## src/rtl/mda_pkg.sv

```systemverilog
// shared constants for the morph delta accumulator: field widths, stream
// packing offsets, operation and status codes
// no dependencies
package mda_pkg;

    // field widths
    localparam int INDEX_W      = 12;
    localparam int WEIGHT_W     = 16;
    localparam int COMP_W       = 32;
    localparam int OP_W         = 2;
    localparam int STATUS_W     = 2;
    localparam int VCOUNT_W     = 13;
    localparam int NUM_COMP     = 3;
    localparam int POS_W        = NUM_COMP * COMP_W;

    // weight arithmetic: unsigned q1.15, product of 32 x 17 bits
    localparam int WEIGHT_SHIFT = 15;
    localparam int PROD_W       = COMP_W + WEIGHT_W + 1;
    localparam int SUM_W        = COMP_W + 2;
    localparam logic [WEIGHT_W-1:0] WEIGHT_ONE = 16'd32768;
    localparam logic [WEIGHT_W-1:0] WEIGHT_ZERO = 16'd0;

    // slave tdata packing, lowest bit up
    localparam int IDX_LSB      = 0;
    localparam int WGT_LSB      = IDX_LSB + INDEX_W;
    localparam int VAL_LSB      = WGT_LSB + WEIGHT_W;
    localparam int S_TDATA_W    = 128;
    localparam int M_TDATA_W    = POS_W;

    // operation codes
    localparam logic [OP_W-1:0] OP_LOAD  = 2'd0;
    localparam logic [OP_W-1:0] OP_DELTA = 2'd1;
    localparam logic [OP_W-1:0] OP_READ  = 2'd2;

    // status codes
    localparam logic [STATUS_W-1:0] STAT_OK   = 2'd0;
    localparam logic [STATUS_W-1:0] STAT_OOR  = 2'd1;
    localparam logic [STATUS_W-1:0] STAT_ZERO = 2'd2;
    localparam logic [STATUS_W-1:0] STAT_SAT  = 2'd3;

endpackage

```

## src/rtl/mda_lane.sv

```systemverilog
// one component lane of the blend: registered offset * weight product,
// then round, add to the stored value and clamp to the 32-bit signed range
// depends on mda_pkg
module mda_lane (
    input  logic                                  aclk,
    input  logic                                  mul_en,
    input  logic signed [mda_pkg::COMP_W-1:0]     offset,
    input  logic        [mda_pkg::WEIGHT_W-1:0]   weight,
    input  logic signed [mda_pkg::COMP_W-1:0]     base,
    output logic signed [mda_pkg::COMP_W-1:0]     sum,
    output logic                                  sat
);
    import mda_pkg::*;

    localparam logic signed [PROD_W-1:0] ROUND_BIAS = PROD_W'(1 << (WEIGHT_SHIFT - 1));
    localparam logic signed [COMP_W-1:0] COMP_MAX = {1'b0, {(COMP_W-1){1'b1}}};
    localparam logic signed [COMP_W-1:0] COMP_MIN = {1'b1, {(COMP_W-1){1'b0}}};

    logic signed [PROD_W-1:0] prod_reg;
    logic signed [PROD_W-1:0] prod_next;
    logic signed [PROD_W-1:0] offset_ext;
    logic signed [PROD_W-1:0] weight_ext;
    logic signed [PROD_W-1:0] rounded;
    logic signed [SUM_W-1:0]  wide_sum;

    // product stage
    always_comb begin
        offset_ext = PROD_W'(offset);
        weight_ext = $signed({{(PROD_W-WEIGHT_W){1'b0}}, weight});
        prod_next  = offset_ext * weight_ext;
    end

    always_ff @(posedge aclk) begin
        if (mul_en) begin
            prod_reg <= prod_next;
        end
    end

    // round half up, accumulate and clamp
    always_comb begin
        rounded  = (prod_reg + ROUND_BIAS) >>> WEIGHT_SHIFT;
        wide_sum = SUM_W'(base) + rounded[SUM_W-1:0];
        sat      = (wide_sum[SUM_W-1:COMP_W-1] != {(SUM_W-COMP_W+1){1'b0}}) &&
                   (wide_sum[SUM_W-1:COMP_W-1] != {(SUM_W-COMP_W+1){1'b1}});
        if (sat) begin
            sum = wide_sum[SUM_W-1] ? COMP_MIN : COMP_MAX;
        end else begin
            sum = wide_sum[COMP_W-1:0];
        end
    end

endmodule
```

## config.mk

```make
export PLATFORM = sky130hd
export DESIGN_NAME = mda_lane
export DESIGN_NICKNAME = d
export VERILOG_FILES = /design/src/rtl/mda_pkg.sv /design/src/rtl/mda_lane.sv
export SDC_FILE = /design/constraint.sdc
export NUM_CORES = 1
export LEC_CHECK = 0
export BUFFER_PORTS_ARGS = -buffer_cell sky130_fd_sc_hd__clkbuf_2
export CORE_UTILIZATION = 55
export DETAILED_ROUTE_END_ITERATION = 10
export GPL_TIMING_DRIVEN = 0
export PLACE_DENSITY = 0.79
export SETUP_SLACK_MARGIN = 0.3
export SLEW_MARGIN = 10
export SYNTH_ARGS = -nofsm -noshare
export SYNTH_HDL_FRONTEND = slang
export SYNTH_SLANG_ARGS = --single-unit
export TNS_END_PERCENT = 5
```

## constraint.sdc

```tcl
create_clock -name aclk -period 10.9 [get_ports aclk]
set_input_delay 2.18 -clock aclk [delete_from_list [all_inputs] [get_ports aclk]]
set_output_delay 2.18 -clock aclk [all_outputs]
set_load 0.01 [all_outputs]
```

Yosys cells after proc, flatten, opt, wreduce, memory -nomap -nowiden
Index checks and enable logic that the tools add are counted.
{"block": "classes", "addsub": 2, "n_bitwise": 0, "shifts": 0, "multipliers": 1, "eq_ne": 1, "n_lt_le_gt_ge": 0, "mux": 2, "reduce_logical": 2, "div_mod_pow": 0}
{"operator": "2-to-1 mux 32 bit", "n": 2}
{"operator": "adder 49 x 16 -> 49 bit, second input constant", "n": 1}
{"operator": "multiplier 32 x 17 -> 49 bit", "n": 1}
{"operator": "adder 34 bit", "n": 1}
{"operator": "inequality test 3 bit, second input constant", "n": 1}
{"operator": "nonzero test 3 bit", "n": 1}
{"operator": "logical AND 1 bit", "n": 1}
{"block": "word_totals", "latchBits": 0, "output_inout_bits": 33, "in_bits": 82, "mem_bits_rw": 0, "n_memories": 0, "mem_bits_ro": 0, "elab_cells": 9, "register_bits": 49}

Depth between registers and ports, before layout
Gate-level depths: netlist of run 1.
{"block": "depth", "depth_word": 5, "ltp_mapped": 26, "depth_no_buf": 24}

Least setup slack after synthesis of run 1
OpenSTA, ideal clock, no wires.
{"block": "synth_path", "path_kind": "input to register", "startpoint": "in weight[8] in the netlist's numbering", "endpoint": "reg prod_reg[35], data pin", "cell_stages": 22, "n_path_buf": 1, "required_ns": 10.641, "setup_time_ns": 0.259, "path_slack_ns": 2.785, "t_arrival_ns": 7.857, "path_cell_list": "clkbuf_1 > nand2_1 > fa_1 > inv_1 > fa_1 > inv_1 > fa_1 > inv_1 > fa_1 > fa_1 > inv_1 > fa_1 > inv_1 > ha_1 > a21o_1 > a21oi_1 > a21oi_1 > or2_2 > a2111oi_0 > nor3b_1 > or2_2 > xor2_1"}
{"block": "synth_via", "elab_chain_len": 1}
{"element": "start: declaration", "line_no": "mda_lane.sv:8", "text": "input logic [mda_pkg::WEIGHT_W-1:0] weight,"}
{"element": "multiplier 32 x 17 -> 49 bit", "line_no": "mda_lane.sv:30", "text": "prod_next = offset_ext * weight_ext;"}
{"element": "via prod_next[35]", "line_no": "mda_lane.sv:20", "text": "logic signed [PROD_W-1:0] prod_next;"}
{"element": "end signal: assignment", "line_no": "mda_lane.sv:35", "text": "prod_reg <= prod_next;"}
{"element": "end: declaration", "line_no": "mda_lane.sv:19", "text": "logic signed [PROD_W-1:0] prod_reg;"}
The timed path passes the listed nets, and every way through them passes these cells.
A chain may end at the register's enable or synchronous reset.

Worst setup path in the final report of run 1
{"block": "layout_path", "startpoint": "in weight[2] in the netlist's numbering", "endpoint": "reg prod_reg[48], data pin"}
The elaborated chain is that of the path after synthesis.

==> results of run 1 <==
-- final cells by class --
class	count	area share, %
multi-input combinational	1686	77.8
inverter	585	9.68
sequential	35	4.63
tap	511	2.82
timing repair buffer	114	2.52
buffer	96	1.75
clock buffer	5	0.552
clock inverter	3	0.193
antenna	1	0.0110
-- through the flow --
step                util, %  cell area (µm²)
global route           59.9            22700
global placement       59.5            22500
detailed placement     59.5            22500
finish                 59.9            22700
CTS                    59.9            22700
floorplan                 -            21300
-- cells in the final DEF (no fill, tap or decap), types with 6 or more instances in the layout --
| cell | count |
|---|---|
| a21o_1 | 43 |
| clkbuf_1 | 89 |
| nor3_1 | 13 |
| fa_1 | 488 |
| o21bai_1 | 10 |
| xor2_1 | 33 |
| a31oi_1 | 13 |
| edfxtp_1 | 35 |
| inv_1 | 585 |
| and3_1 | 14 |
| o21a_1 | 6 |
| nand4_1 | 19 |
| and4_1 | 7 |
| ha_1 | 149 |
| a21oi_1 | 81 |
| nor2_1 | 50 |
| o21ai_0 | 29 |
| clkbuf_2 | 114 |
| xnor2_1 | 64 |
| nand2_1 | 324 |
| nand2b_1 | 7 |
| and2_1 | 228 |
| nand3_1 | 24 |
-- logic make-up after synthesis --
family                   share of synthesized area, %
AND/OR/NAND/NOR                                  16.6
buffers and inverters                            12.2
adder cells (fa/ha/maj)                          54.6
AO/OA/AOI/OAI                                    7.44
XOR/XNOR                                         4.07
flip-flops                                       4.93
multiplexers                                    0.188
-- worst paths after layout --
kind / start / endpoint / slack (ps) / depth (start not counted)
setup / recovery: weight[2] / prod_reg[48] / 920 / 23
hold / removal: mul_en / prod_reg[21] / 2710 / 1
-- routing by layer --
metal	global-route usage, %	wire length (µm)	up-vias
met3	7.17	6370	196
met4	15.2	3140	0
met2	53.2	28000	965
met1	40.0	21800	8597
met5	0	0	-
li1	-	-	7449
==> results_dict.tcl, run 1 <==
set metrics [dict create \
    outcome "complete, no violations" \
    clkTransAtPathRegs_ps 50 \
    netlist_instances 2402 \
    finalWeightedCongestion 0.988 \
    cts.sinks 35 \
    cp_num_buf_inv 6 \
    core_area_um2 37800 \
    wire_per_inst_um 19.5 \
    end_kind "flop" \
    area.growth.synth_to_final_pct 6.49 \
    firstDrtPassIters 6 \
    worst_pin_slew_ps 1030 \
    max_slew_margin_pct 31.3 \
    numPortBuffers 114 \
    hold_viol 0 \
    nNetsFinal 3242 \
    dpl_worst_slack_ps 1050 \
    synthTopCellsByCount "inv_1, fa_1, nand2_1, and2_1, ha_1" \
    numCtsBuffers 5 \
    cp_max_fo 10 \
    multi_input_area_um2 17700 \
    ys_seq_area_share_pct 4.93 \
    seqCellArea_um2 1050 \
    largest_register_ffs 35 \
    via_per_inst 5.67 \
    worst_slack_ps 921 \
    finalSetupViolations 0 \
    critical_path.max_stage_delay_ps 740 \
    synth-async-reset-ratio_pct 0 \
    worstHoldPathType "in2reg" \
    synth_top_area_share_pct 45.9 \
    avgSynthCellArea_um2 8.87 \
    fillers 3305 \
    post_cts_buffers 0 \
    initial_core_util_pct 56.3 \
    hold_buffers 0 \
    yosysTopAreaCell "fa_1" \
    drv_slew 0 \
    tns_ps 0 \
    cts_tree "done" \
    critPathSlowestCell "o31ai_1" \
    dp_cells 3027 \
    routed_wl_um 59300 \
    stdcell_count 3036 \
    crit_type "in2reg" \
    timing.hold.ws_ps 2710 \
    grt.total_usage_pct 32.1 \
    grt_pass1_vias 18600 \
    drc 0 \
    worstPathCellList "clkbuf_2, clkbuf_1, and2_1, fa_1, inv_1, fa_1, fa_1, inv_1, fa_1, fa_1, inv_1, fa_1, inv_1, ha_1, nand2_1, o21ai_0, nand2b_1, a21oi_1, nor3_1, o31ai_1, a211oi_1, o21ai_0, xnor2_1" \
    syn_nets 3121 \
    final_layout_size_suffix_gt1_share_pct 6.30 \
    path_delay_family "adder cells" \
    overflow 0 \
    hpwl_um 50200 \
    ctsResizeCount 0 \
    drt-initial-drc-count 1555 \
    synth.distinct_cells 71 \
    die_area_um2 39500 \
    startpoint_type "input port" \
    ioPinCount 115 \
    cts_max_level 2 \
    maxCapViolCount 0 \
    vias 17200 \
    synth-edff-count 35 \
    ys_ff_latch 35 \
    fmax_mhz 100 \
    cp_data_arrival_time_ps 10020 \
    worstPathRequired_ps 10940 \
    synth_area_leaders "fa_1, inv_1, ha_1" \
    crit_top_cell "fa_1" \
    ys_warn_count 0 \
    syn_area_um2 21300 \
    ant_nets 0 \
    clock_path_buffers 2 \
    synth_most_common_cell "inv_1" \
    grt_first_pass_wirelength_um 95800 \
    period_needed_ps 9980 \
    die_w_um 199 \
    synthFlopType "edfxtp_1" \
    die-height_um 199 \
    grt_max_degree 36 \
    antenna_found_initial 3 \
    rows 71 \
    min_period_over_period_pct 91.6 \
    cts_root_buffer "clkbuf_16" \
    rsz0062_at_grt "false" \
]
Power of run 1 is not shown: default switching activity piles up to over one toggle a cycle in this logic, so the estimate is an artifact.
==> inputs of run 2 (changes only) <==
Settings changed: CORE_MARGIN set to 2.
==> run 2 against run 1 <==
  * Design area barely moved
  * Setup slack got worse by 36 ps
  * Non-clock buffer count did not move
  * Clock-buffer cell count did not move
  * Die area rose by 2.0%
  * Hold slack improved by 9.4 ps
  * Via count fell by 2.3%
  * Wire length rose by 0.10%
  * Critical path depth did not move
  * Critical path type unchanged
==> results_dict.tcl, run 2 (synthesis gave the netlist of run 1 again) <==
set metrics [dict create \
    finalSetupViolations 0 \
    via_per_inst 5.52 \
    seqCellArea_um2 1050 \
    crit_type "in2reg" \
    vias 16800 \
    numCtsBuffers 5 \
    ant_nets 0 \
    rsz0062_at_grt "false" \
    core_area_um2 38500 \
    min_period_over_period_pct 91.9 \
    period_needed_ps 10020 \
    max_slew_margin_pct 37.4 \
    timing.hold.ws_ps 2720 \
    hold_buffers 0 \
    grt_first_pass_wirelength_um 96900 \
    antenna_found_initial 2 \
    grt.total_usage_pct 31.1 \
    die_area_um2 40300 \
    maxCapViolCount 0 \
    die-height_um 201 \
    hold_start "mul_en" \
    area.growth.synth_to_final_pct 6.51 \
    rows 72 \
    startpoint "weight[3]" \
    cp_data_arrival_time_ps 10010 \
    post_cts_buffers 0 \
    path_delay_family "adder cells" \
    n_antenna_cell 0 \
    ioPinCount 115 \
    fmax_mhz 99.8 \
    worst_pin_slew_ps 938 \
    cts_tree "done" \
    cts_max_level 2 \
    cp_num_buf_inv 6 \
    routed_wl_um 59400 \
    startpoint_type "input port" \
    initial_core_util_pct 55.4 \
    crit_top_cell "fa_1" \
    clock_path_buffers 2 \
    worst_slack_ps 885 \
    cts_root_buffer "clkbuf_16" \
    firstDrtPassIters 5 \
    layout_commonest_cell "inv_1" \
    finalWeightedCongestion 0.972 \
    fillers 3424 \
    overflow 0 \
    multi_input_area_um2 17700 \
    numPortBuffers 114 \
    hpwl_um 50800 \
    worstPathRequired_ps 10890 \
    cp_max_fo 10 \
    nNetsFinal 3242 \
    layout_common_cells "inv_1, fa_1, nand2_1, and2_1, ha_1" \
    hold_viol 0 \
    die_w_um 201 \
    drc 0 \
    critPathSlowestCell "o31ai_1" \
    outcome "complete, no violations" \
    end_kind "flop" \
    drv_slew 0 \
    worstPathCellList "clkbuf_2, clkbuf_1, and2_1, fa_1, inv_1, fa_1, fa_1, inv_1, fa_1, fa_1, inv_1, fa_1, inv_1, ha_1, nand2_1, o21ai_0, nand2b_1, a21oi_1, nor3_1, o31ai_1, a211oi_1, o21ai_0, xnor2_1" \
    dpl_worst_slack_ps 825 \
    drt-initial-drc-count 1182 \
    grt_max_degree 36 \
    wire_per_inst_um 19.5 \
    final_layout_size_suffix_gt1_share_pct 6.30 \
    ctsResizeCount 0 \
    worstHoldPathType "in2reg" \
    cts.sinks 35 \
    clkTransAtPathRegs_ps 50 \
    largest_register_ffs 35 \
    grt_pass1_vias 18500 \
    critical_path.max_stage_delay_ps 740 \
    tns_ps 0 \
]
[run 2: cell count changes in the layout (fill, tap and decap cells not counted), sizes merged]
| cell | previous run | this run |
|---|---|---|
| diode | 1 | 0 |
[run 2: layout make-up]
| class | count | share of cell area (%) |
|---|---|---|
| Clock inverter | 3 | 0.193 |
| Tap cell | 518 | 2.86 |
| Multi-Input combinational cell | 1686 | 77.8 |
| Sequential cell | 35 | 4.63 |
| Buffer | 96 | 1.75 |
| Inverter | 585 | 9.68 |
| Timing Repair Buffer | 114 | 2.51 |
| Clock buffer | 5 | 0.552 |
[run 2: worst paths after layout]
check	to	slack, ps	depth (start not counted)
max	prod_reg[48]	880	23
min	prod_reg[18]	2720	1
[run 2: through the flow]
step	utilization (%)	instance area, µm²	instances
finish	59.0	22700	3042
global route	59.0	22700	3042
CTS	59.0	22700	3042
detailed placement	58.5	22500	3034
global placement	58.5	22500	3034
floorplan	-	21300	2402
[run 2: layer usage]
metal | share of wire, % | GRT usage (%)
met3 | 9.1 | 6.31
met4 | 5.4 | 14.2
met1 | 39 | 39.6
met2 | 46 | 51.6
met5 | 0 | 0
Power of run 2 is left out for the same reason.
